<file path="config.mk">
export PLATFORM = sky130hd
export DESIGN_NAME = direction_reversal_ramp_core_flat
export DESIGN_NICKNAME = d
export VERILOG_FILES = /design/src/rtl/drr_pkg.sv /design/src/rtl/drr_in_if.sv /design/src/rtl/drr_out_if.sv /design/src/rtl/drr_ctrl.sv /design/src/rtl/drr_profile.sv /design/src/rtl/direction_reversal_ramp_core.sv /design/src/flat_wrapper.sv
export SDC_FILE = /design/constraint.sdc
export NUM_CORES = 1
export LEC_CHECK = 0
export ABC_CLOCK_PERIOD_IN_PS = 28200
export BUFFER_PORTS_ARGS = -buffer_cell sky130_fd_sc_hd__buf_2
export CAP_MARGIN = 40
export CORE_UTILIZATION = 30
export CTS_CLUSTER_SIZE = 10
export DETAILED_ROUTE_END_ITERATION = 12
export PLACE_DENSITY_LB_ADDON = 0.2
export SLEW_MARGIN = 10
export SYNTH_ARGS = -nofsm -noshare
export SYNTH_HDL_FRONTEND = slang
export SYNTH_SLANG_ARGS = --single-unit
export TNS_END_PERCENT = 5
</file>
<file path="constraint.sdc">
create_clock -name clk -period 28.2 [get_ports clk]
set_clock_uncertainty 0.15 [all_clocks]
set_input_delay 1.41 -clock clk [delete_from_list [all_inputs] [get_ports clk]]
set_output_delay 1.41 -clock clk [all_outputs]
set_load 0.05 [all_outputs]
</file>
<file path="src/rtl/drr_pkg.sv">
`timescale 1ns / 1ps
// ----------------------------------------------------------------------------
// drr_pkg
// Shared types, codes and the Q0.15 quarter-wave sine generator used to
// build the ramp profile tables at elaboration.
// ----------------------------------------------------------------------------
package drr_pkg;

    // Profile kind carried from the control stage to the output stage
    typedef logic [1:0] kind_t;
    localparam kind_t KIND_DIRECT = 2'd0;
    localparam kind_t KIND_SINE   = 2'd1;
    localparam kind_t KIND_COS    = 2'd2;

    // Signed direction codes
    localparam logic signed [1:0] DIR_STOP = 2'sb00;
    localparam logic signed [1:0] DIR_FWD  = 2'sb01;
    localparam logic signed [1:0] DIR_REV  = 2'sb11;

    // Phase scale: a quarter turn is 2^16
    localparam int unsigned QUARTER = 65536;

    // Fixed-point constants for the sine series
    localparam logic [63:0] Q30_ONE = 64'd1 << 30;
    localparam logic [63:0] PIH30   = 64'd1686629713;
    localparam logic [63:0] S_MAX   = 64'd32767;

    // Control stage beat descriptor
    typedef struct packed {
        logic              valid;
        kind_t             kind;
        logic signed [1:0] dir;
    } stage_t;

    // Q0.15 sine of a quarter-turn phase (0..65536 maps to 0..pi/2).
    // Only evaluated on constants, to fill the profile tables.
    function automatic logic [14:0] sine_q15(input logic [31:0] phase);
        logic [63:0] p;
        logic [63:0] x;
        logic [63:0] x2;
        logic [63:0] t;
        logic [63:0] s;
        p = (phase > 32'(QUARTER)) ? 64'(QUARTER) : 64'(phase);
        x = (p * PIH30) >> 16;
        x2 = (x * x) >> 30;
        // Horner series of Taylor terms up to x^11
        t = Q30_ONE;
        t = Q30_ONE - (((x2 * t) >> 30) / 110);
        t = Q30_ONE - (((x2 * t) >> 30) / 72);
        t = Q30_ONE - (((x2 * t) >> 30) / 42);
        t = Q30_ONE - (((x2 * t) >> 30) / 20);
        t = Q30_ONE - (((x2 * t) >> 30) / 6);
        s = (x * t) >> 30;
        s = (s + (64'd1 << 14)) >> 15;
        if (s > S_MAX)
        begin
            s = S_MAX;
        end
        return s[14:0];
    endfunction

endpackage

</file>
<file path="src/rtl/drr_in_if.sv">
`timescale 1ns / 1ps
// ----------------------------------------------------------------------------
// drr_in_if
// Request channel: requested direction and speed magnitude per beat.
// ----------------------------------------------------------------------------
interface drr_in_if;
    logic              valid;
    logic              ready;
    logic signed [1:0] req_dir;
    logic [15:0]       speed_mag;

    modport source (output valid, output req_dir, output speed_mag, input ready);
    modport sink   (input valid, input req_dir, input speed_mag, output ready);
endinterface

</file>
<file path="src/rtl/drr_out_if.sv">
`timescale 1ns / 1ps
// ----------------------------------------------------------------------------
// drr_out_if
// Command channel: signed speed command per beat.
// ----------------------------------------------------------------------------
interface drr_out_if;
    logic               valid;
    logic               ready;
    logic signed [16:0] speed_cmd;

    modport source (output valid, output speed_cmd, input ready);
    modport sink   (input valid, input speed_cmd, output ready);
endinterface

</file>
<file path="src/rtl/drr_ctrl.sv">
`timescale 1ns / 1ps
// ----------------------------------------------------------------------------
// drr_ctrl
// Direction tracking and ramp step counter. Classifies each request beat
// and registers the profile kind, step index, sign and speed.
// ----------------------------------------------------------------------------
module drr_ctrl
    import drr_pkg::*;
#(
    parameter int RAMP_STEPS = 100,
    parameter int CNT_W      = 7
)
(
    input  logic             clk,
    input  logic             rst_n,
    drr_in_if.sink           req,
    input  logic             take,
    output stage_t           stg,
    output logic [CNT_W-1:0] stg_step,
    output logic [15:0]      stg_speed
);

    logic signed [1:0] settled_reg;
    logic signed [1:0] settled_next;
    logic [CNT_W-1:0]  step_reg;
    logic [CNT_W-1:0]  step_next;
    stage_t            stg_reg;
    stage_t            stg_next;
    logic [CNT_W-1:0]  k_reg;
    logic [CNT_W-1:0]  k_next;
    logic [15:0]       speed_reg;

    logic              accept;
    logic signed [1:0] dir;
    logic [CNT_W:0]    step_inc;

    assign req.ready = !stg_reg.valid || take;
    assign accept    = req.valid && req.ready;

    // Code 10 is taken as reverse
    assign dir      = (req.req_dir[1]) ? DIR_REV : req.req_dir;
    assign step_inc = {1'b0, step_reg} + {{CNT_W{1'b0}}, 1'b1};

    // Direction and ramp step update
    always_comb
    begin
        settled_next   = settled_reg;
        step_next      = step_reg;
        k_next         = k_reg;
        stg_next.valid = stg_reg.valid;
        stg_next.kind  = stg_reg.kind;
        stg_next.dir   = stg_reg.dir;
        if (req.ready)
        begin
            stg_next.valid = req.valid;
        end
        if (accept)
        begin
            stg_next.kind = KIND_DIRECT;
            stg_next.dir  = dir;
            k_next        = step_reg;
            if (dir != settled_reg)
            begin
                if (step_inc < (CNT_W+1)'(RAMP_STEPS))
                begin
                    step_next     = step_inc[CNT_W-1:0];
                    k_next        = step_inc[CNT_W-1:0];
                    if (settled_reg == DIR_STOP)
                    begin
                        stg_next.kind = KIND_SINE;
                    end
                    else
                    begin
                        stg_next.kind = KIND_COS;
                        stg_next.dir  = settled_reg;
                    end
                end
                else
                begin
                    settled_next = dir;
                    step_next    = '0;
                end
            end
        end
    end

    // Control state and stage descriptor
    always_ff @(posedge clk or negedge rst_n)
    begin
        if (!rst_n)
        begin
            settled_reg <= DIR_FWD;
            step_reg    <= '0;
            stg_reg     <= '0;
        end
        else
        begin
            settled_reg <= settled_next;
            step_reg    <= step_next;
            stg_reg     <= stg_next;
        end
    end

    // Stage payload
    always_ff @(posedge clk)
    begin
        k_reg <= k_next;
        if (accept)
        begin
            speed_reg <= req.speed_mag;
        end
    end

    assign stg       = stg_reg;
    assign stg_step  = k_reg;
    assign stg_speed = speed_reg;

endmodule

</file>
<file path="src/rtl/drr_profile.sv">
`timescale 1ns / 1ps
// ----------------------------------------------------------------------------
// drr_profile
// Profile table lookup, speed scaling and sign, into the output register.
// ----------------------------------------------------------------------------
module drr_profile
    import drr_pkg::*;
#(
    parameter int RAMP_STEPS = 100,
    parameter int CNT_W      = 7
)
(
    input  logic             clk,
    input  logic             rst_n,
    input  stage_t           stg,
    input  logic [CNT_W-1:0] stg_step,
    input  logic [15:0]      stg_speed,
    output logic             take,
    drr_out_if.source        cmd
);

    localparam int DEPTH = 1 << CNT_W;

    // sin_tab: S(k/N quarter turn); cos_tab: bit 15 = negate, 14:0 = |cos|
    logic [14:0] sin_tab [0:DEPTH-1];
    logic [15:0] cos_tab [0:DEPTH-1];

    genvar g;
    generate
        for (g = 0; g < DEPTH; g++)
        begin : g_tab
            localparam logic [31:0] SIN_P = (g * 65536) / RAMP_STEPS;
            localparam logic [31:0] COS_Q = (g * 131072) / RAMP_STEPS;
            localparam logic        COS_N = (COS_Q > 32'(QUARTER));
            localparam logic [31:0] COS_A = COS_N ? (COS_Q - 32'(QUARTER))
                                                  : (32'(QUARTER) - COS_Q);
            if (g < RAMP_STEPS)
            begin : g_live
                assign sin_tab[g] = sine_q15(SIN_P);
                assign cos_tab[g] = {COS_N, sine_q15(COS_A)};
            end
            else
            begin : g_dead
                assign sin_tab[g] = '0;
                assign cos_tab[g] = '0;
            end
        end
    endgenerate

    logic               out_valid_reg;
    logic signed [16:0] cmd_reg;
    logic signed [16:0] cmd_next;
    logic [14:0]        val;
    logic               neg;
    logic [30:0]        prod;
    logic [15:0]        mag;
    logic               flip;

    assign take = !out_valid_reg || cmd.ready;

    // Lookup, scale and sign
    always_comb
    begin
        val  = sin_tab[stg_step];
        neg  = 1'b0;
        if (stg.kind == KIND_COS)
        begin
            val = cos_tab[stg_step][14:0];
            neg = cos_tab[stg_step][15];
        end
        prod = 31'(val) * 31'(stg_speed);
        case (stg.kind)
            KIND_SINE, KIND_COS: mag = prod[30:15];
            default:             mag = stg_speed;
        endcase
        flip = stg.dir[1] ^ neg;
        if (stg.dir == DIR_STOP)
        begin
            cmd_next = '0;
        end
        else if (flip)
        begin
            cmd_next = -$signed({1'b0, mag});
        end
        else
        begin
            cmd_next = $signed({1'b0, mag});
        end
    end

    // Output valid
    always_ff @(posedge clk or negedge rst_n)
    begin
        if (!rst_n)
        begin
            out_valid_reg <= 1'b0;
        end
        else if (take)
        begin
            out_valid_reg <= stg.valid;
        end
    end

    // Output payload
    always_ff @(posedge clk)
    begin
        if (take && stg.valid)
        begin
            cmd_reg <= cmd_next;
        end
    end

    assign cmd.valid     = out_valid_reg;
    assign cmd.speed_cmd = cmd_reg;

endmodule

</file>
<file path="src/rtl/direction_reversal_ramp_core.sv">
`timescale 1ns / 1ps
// A request beat passes the control register, then the output register
// holding the table lookup and 16x15 multiply.
// Throughput: one beat per cycle; ready drops only when both registers
// hold beats and the command side stalls.
// Reset: settled direction forward, ramp step zero, no beats held.
// ----------------------------------------------------------------------------
// direction_reversal_ramp_core
// Sinusoidal velocity ramp across a direction change, top level.
// ----------------------------------------------------------------------------
module direction_reversal_ramp_core
    import drr_pkg::*;
#(
    parameter int RAMP_STEPS = 100
)
(
    input  logic      clk,
    input  logic      rst_n,
    drr_in_if.sink    req,
    drr_out_if.source cmd
);

    localparam int CNT_W = $clog2(RAMP_STEPS);

    stage_t           stg;
    logic [CNT_W-1:0] stg_step;
    logic [15:0]      stg_speed;
    logic             take;

    drr_ctrl #(
        .RAMP_STEPS (RAMP_STEPS),
        .CNT_W      (CNT_W)
    ) u_ctrl (
        .clk       (clk),
        .rst_n     (rst_n),
        .req       (req),
        .take      (take),
        .stg       (stg),
        .stg_step  (stg_step),
        .stg_speed (stg_speed)
    );

    drr_profile #(
        .RAMP_STEPS (RAMP_STEPS),
        .CNT_W      (CNT_W)
    ) u_profile (
        .clk       (clk),
        .rst_n     (rst_n),
        .stg       (stg),
        .stg_step  (stg_step),
        .stg_speed (stg_speed),
        .take      (take),
        .cmd       (cmd)
    );

endmodule
</file>
<file path="src/flat_wrapper.sv">
// flat-port wrapper written by rule: the top's interface ports become plain ports
module direction_reversal_ramp_core_flat import drr_pkg::*;
#(
    parameter int RAMP_STEPS = 100
)
  (clk, rst_n, req_valid, req_req_dir, req_speed_mag, req_ready, cmd_valid, cmd_speed_cmd, cmd_ready);
  drr_in_if req_i ();
  drr_out_if cmd_i ();
  input  logic clk;
  input  logic rst_n;
  input wire logic [$bits(req_i.valid)-1:0] req_valid;
  input wire logic [$bits(req_i.req_dir)-1:0] req_req_dir;
  input wire logic [$bits(req_i.speed_mag)-1:0] req_speed_mag;
  output wire logic [$bits(req_i.ready)-1:0] req_ready;
  output wire logic [$bits(cmd_i.valid)-1:0] cmd_valid;
  output wire logic [$bits(cmd_i.speed_cmd)-1:0] cmd_speed_cmd;
  input wire logic [$bits(cmd_i.ready)-1:0] cmd_ready;
  assign req_i.valid = req_valid;
  assign req_i.req_dir = req_req_dir;
  assign req_i.speed_mag = req_speed_mag;
  assign req_ready = req_i.ready;
  assign cmd_valid = cmd_i.valid;
  assign cmd_speed_cmd = cmd_i.speed_cmd;
  assign cmd_i.ready = cmd_ready;
  direction_reversal_ramp_core #(.RAMP_STEPS(RAMP_STEPS)) u_core (.clk(clk), .rst_n(rst_n), .req(req_i), .cmd(cmd_i));
endmodule
</file>
==> summary.txt <==
Layout
  • Number of nets in the layout: between 2000 and 2500
  • Area Growth Syn to Fin: 6.84%
  • Layout fillers: 5295
  • Max FFs per register: 17
  • Multi-input logic area: 0.0123 mm2
  • Reg area: 0.00158 mm2
  • Utilization after layout: 0.328
  • Layout cells sized above 1: 0.0734

Die
  • Chip height: about 230 um
  • Die Area: roughly 0.051 mm2
  • Cell Rows: between 80 and 90
  • Initial Util: 0.307
  • Die width: around 230 um
  • Floorplan core area: around 0.05 mm2
  • IO Count: 41

Logic synthesis
  • Seq cells post-synth: between 50 and 60
  • Post-synthesis sequential area ratio: 0.104
  • Number of flops mapped to enable cells by yosys: 40
  • Avg Cell Area, Syn: 7.86 um2
  • Yosys top cell by area: fa_1
  • Synthesis Warnings: 0
  • Synth cell types: 95
  • Syn nets: approximately 2200
  • Top-area cell type share of the netlist area: 0.236
  • Top_reg_cell synth: edfxtp_1
  • Asr flop ratio synth: 0.273
  • Gate Count Post-Synth: 1929
  • Largest cells by area after synthesis: fa_1 24%, ha_1 9.5%, edfxtp_1 7.9%
  • Cell Area, Synth: roughly 0.015 mm2

Worst setup path
  • FF-to-FF End: u_core.u_profile.cmd.speed_cmd[12]$_SDFFCE_PP0P_
  • CP delay by family, top: adder cells
  • CP peak stage delay: around 0.96 ns
  • CP required: between 20 and 30 ns
  • CP Max Fanout: 25
  • CP Buf/Inv Count: 6
  • Slowest-stage cell, CP: ha_1
  • R2r setup slk: ~16 ns
  • WP depth: 34
  • CP Class: reg2reg
  • Reg2reg path depth: 34
  • Reg2Reg Launch Point: u_core.u_ctrl.stg_step[1]$_DFFE_PP_
  • Worst endpoint data arrival time: 11.91 ns
  • Worst setup EP type: register
  • Most used cell along the critical path: fa_1
  • CP startpoint kind: register

STA
  • Final setup viols: 0
  • Slew margin rel.: 0.366
  • Final slew viol count: 0
  • Actual slew at the worst max-slew pin: 0.951 ns
  • Final period utilization: 0.426
  • Final hold viol count: 0
  • Tmin final: 12.02 ns
  • Setup TNS: 0 ns
  • Fmax: 83.2 MHz
  • RSZ-0062 raised after global routing: no

Hold path
  • Hold Crit Start: u_core.u_ctrl.stg[2]$_DFFE_PN0P_
  • Cells on Worst Hold Path: 2
  • Hold Path Sink: u_core.u_ctrl.stg[2]$_DFFE_PN0P_
  • Hold Crit Class: reg2reg

Status
  • Outcome: complete, no violations

Placed design
  • Routability-driven placement congestion ratio: a little over 1
  • Hpwl dp: slightly above 40000 um
  • IO Port Bufs: 40

Global routing
  • First-pass GRT wire length: 86000 um
  • Largest net degree at the start of global routing: 148
  • Vias in the first global route: ~14000
  • GRT Total Usage: 0.217
  • Gr ovfl total: 0
  • Initial antenna violation count: 1

Clock network
  • Clk_lat worst skew: about 0.3 ns
  • Num CTS Buffers: 5
  • TritonCTS clock tree: done
  • # hold bufs at CTS: 0
  • Clock Path Buffers: 2
  • Buffer count from post-CTS setup fixing: 0
  • CTS Sinks: 55
  • CTS root buf: clkbuf_16
  • Worst-path clk slew: ~0.07 ns
  • Post-CTS sizing: 0
  • # H-tree levels: 2

Routing
  • Via count: about 14000
  • Via/cell ratio: 5.67
  • 1st-iter DRT viols: ~1400
  • WL/cell: roughly 21 um
  • Routed Antenna Nets: 0
  • DRC: 0
  • Total Wirelength: 54700 um
  • Total iterations of the first detailed-routing run: 7

Job
  • Max-cap violations: 0
cell families (layout without fill, tap and decap cells):
| family | count (synthesis) | in the layout | share of synthesized area |
|---|---|---|---|
| other | 0 | 1 | 0 |
| muxes | 27 | 27 | 0.0217 |
| adders and majority gates | 294 | 294 | 0.331 |
| DFF | 55 | 55 | 0.104 |
| xor gates and xnor gates | 21 | 21 | 0.0121 |
| and+or+nand+nor | 720 | 720 | 0.234 |
| buffers and inverters | 344 | 296 | 0.0890 |
| AOI/OAI and AO/OA | 468 | 468 | 0.207 |
per-layer routing:
layer,wire (um),global-route usage,vias to the layer above
met5,0,0,-
met1,25500,0.322,7125
met3,4410,0.0277,114
li1,-,-,6542
met2,23100,0.322,648
met4,1700,0.0673,0
area by class of cell:
cell class | count | share of cell area
multi-input combinational | 1530 | 0.758
clock inverter | 3 | 0.00131
timing repair buffer | 84 | 0.0372
clock buffer | 5 | 0.00773
antenna | 1 | 0.000155
sequential | 55 | 0.0974
tap | 664 | 0.0513
inverter | 204 | 0.0473
synth_stat cells (5+ instances only):
library cell	count
inv_1	202
o311ai_0	8
nand2_1	256
a21oi_1	129
nand3_1	42
o31ai_1	13
a2111oi_0	6
nand4_1	11
nand2b_1	28
a211o_1	5
buf_1	21
nor3_1	49
a31oi_1	36
and2_1	125
xor2_1	8
a221oi_1	8
a21o_1	15
or3_1	14
or2_2	12
nor2_1	110
o221ai_1	18
o22ai_1	6
mux2_2	7
and3_1	17
a22oi_1	5
dfrtp_1	14
mux2i_1	16
nor4_1	9
o21ai_0	99
o211ai_1	22
nor2b_1	18
xnor2_1	13
fa_1	179
ha_1	115
nor3b_1	6
a311oi_1	12
clkbuf_1	99
edfxtp_1	40
buf_2	12
o21bai_1	7
a211oi_1	17
tightest hold or removal path, cell delays in order, from the launching register on:
cell and delay (ns):
dfrtp_1 0.35, nand2_1 0.05, o41ai_1 0.05
how the worst max path moves through the flow:
stage	start	endpoint	slack (ns)
3_5_place_dp	u_core.u_ctrl.stg_step[1]$_DFFE_PP_	u_core.u_profile.cmd.speed_cmd[12]$_SDFFCE_PP0P_	16.57
4_1_cts	u_core.u_ctrl.stg_step[1]$_DFFE_PP_	u_core.u_profile.cmd.speed_cmd[12]$_SDFFCE_PP0P_	16.47
3_3_place_gp	u_core.u_ctrl.stg_step[1]$_DFFE_PP_	u_core.u_profile.cmd.speed_cmd[12]$_SDFFCE_PP0P_	16.40
5_1_grt	u_core.u_ctrl.stg_step[1]$_DFFE_PP_	u_core.u_profile.cmd.speed_cmd[12]$_SDFFCE_PP0P_	15.63
2_1_floorplan	u_core.u_ctrl.stg_step[1]$_DFFE_PP_	u_core.u_profile.cmd.speed_cmd[8]$_SDFFCE_PP0P_	18.16
6_report	u_core.u_ctrl.stg_step[1]$_DFFE_PP_	u_core.u_profile.cmd.speed_cmd[12]$_SDFFCE_PP0P_	16.18
placed cells by master (no fill, tap or decap), types with 22 or more instances in the layout:
cell type,n
nand2_1,256
inv_1,202
fa_1,179
a21oi_1,127
and2_1,125
ha_1,115
nor2_1,110
o21ai_0,97
nor3_1,48
nand3_1,42
buf_2,40
edfxtp_1,40
a31oi_1,36
buf_4,35
nand2b_1,28
o211ai_1,22
metrics by stage:
| step | hold slack, ns | instances | setup WS (ns) | area (um2) |
|---|---|---|---|---|
| finish | 0.329 | 2546 | 16.18 | 16200 |
| global placement | 0.317 | 2525 | 16.40 | 15900 |
| detailed placement | 0.315 | 2537 | 16.57 | 16000 |
| CTS | 0.334 | 2545 | 16.47 | 16200 |
| floorplan | 0.293 | 1929 | 18.16 | 15200 |
| global route | 0.365 | 2545 | 15.63 | 16200 |
Power is not shown: default switching activity piles up to over one toggle a cycle in this logic, so the estimate is an artifact.
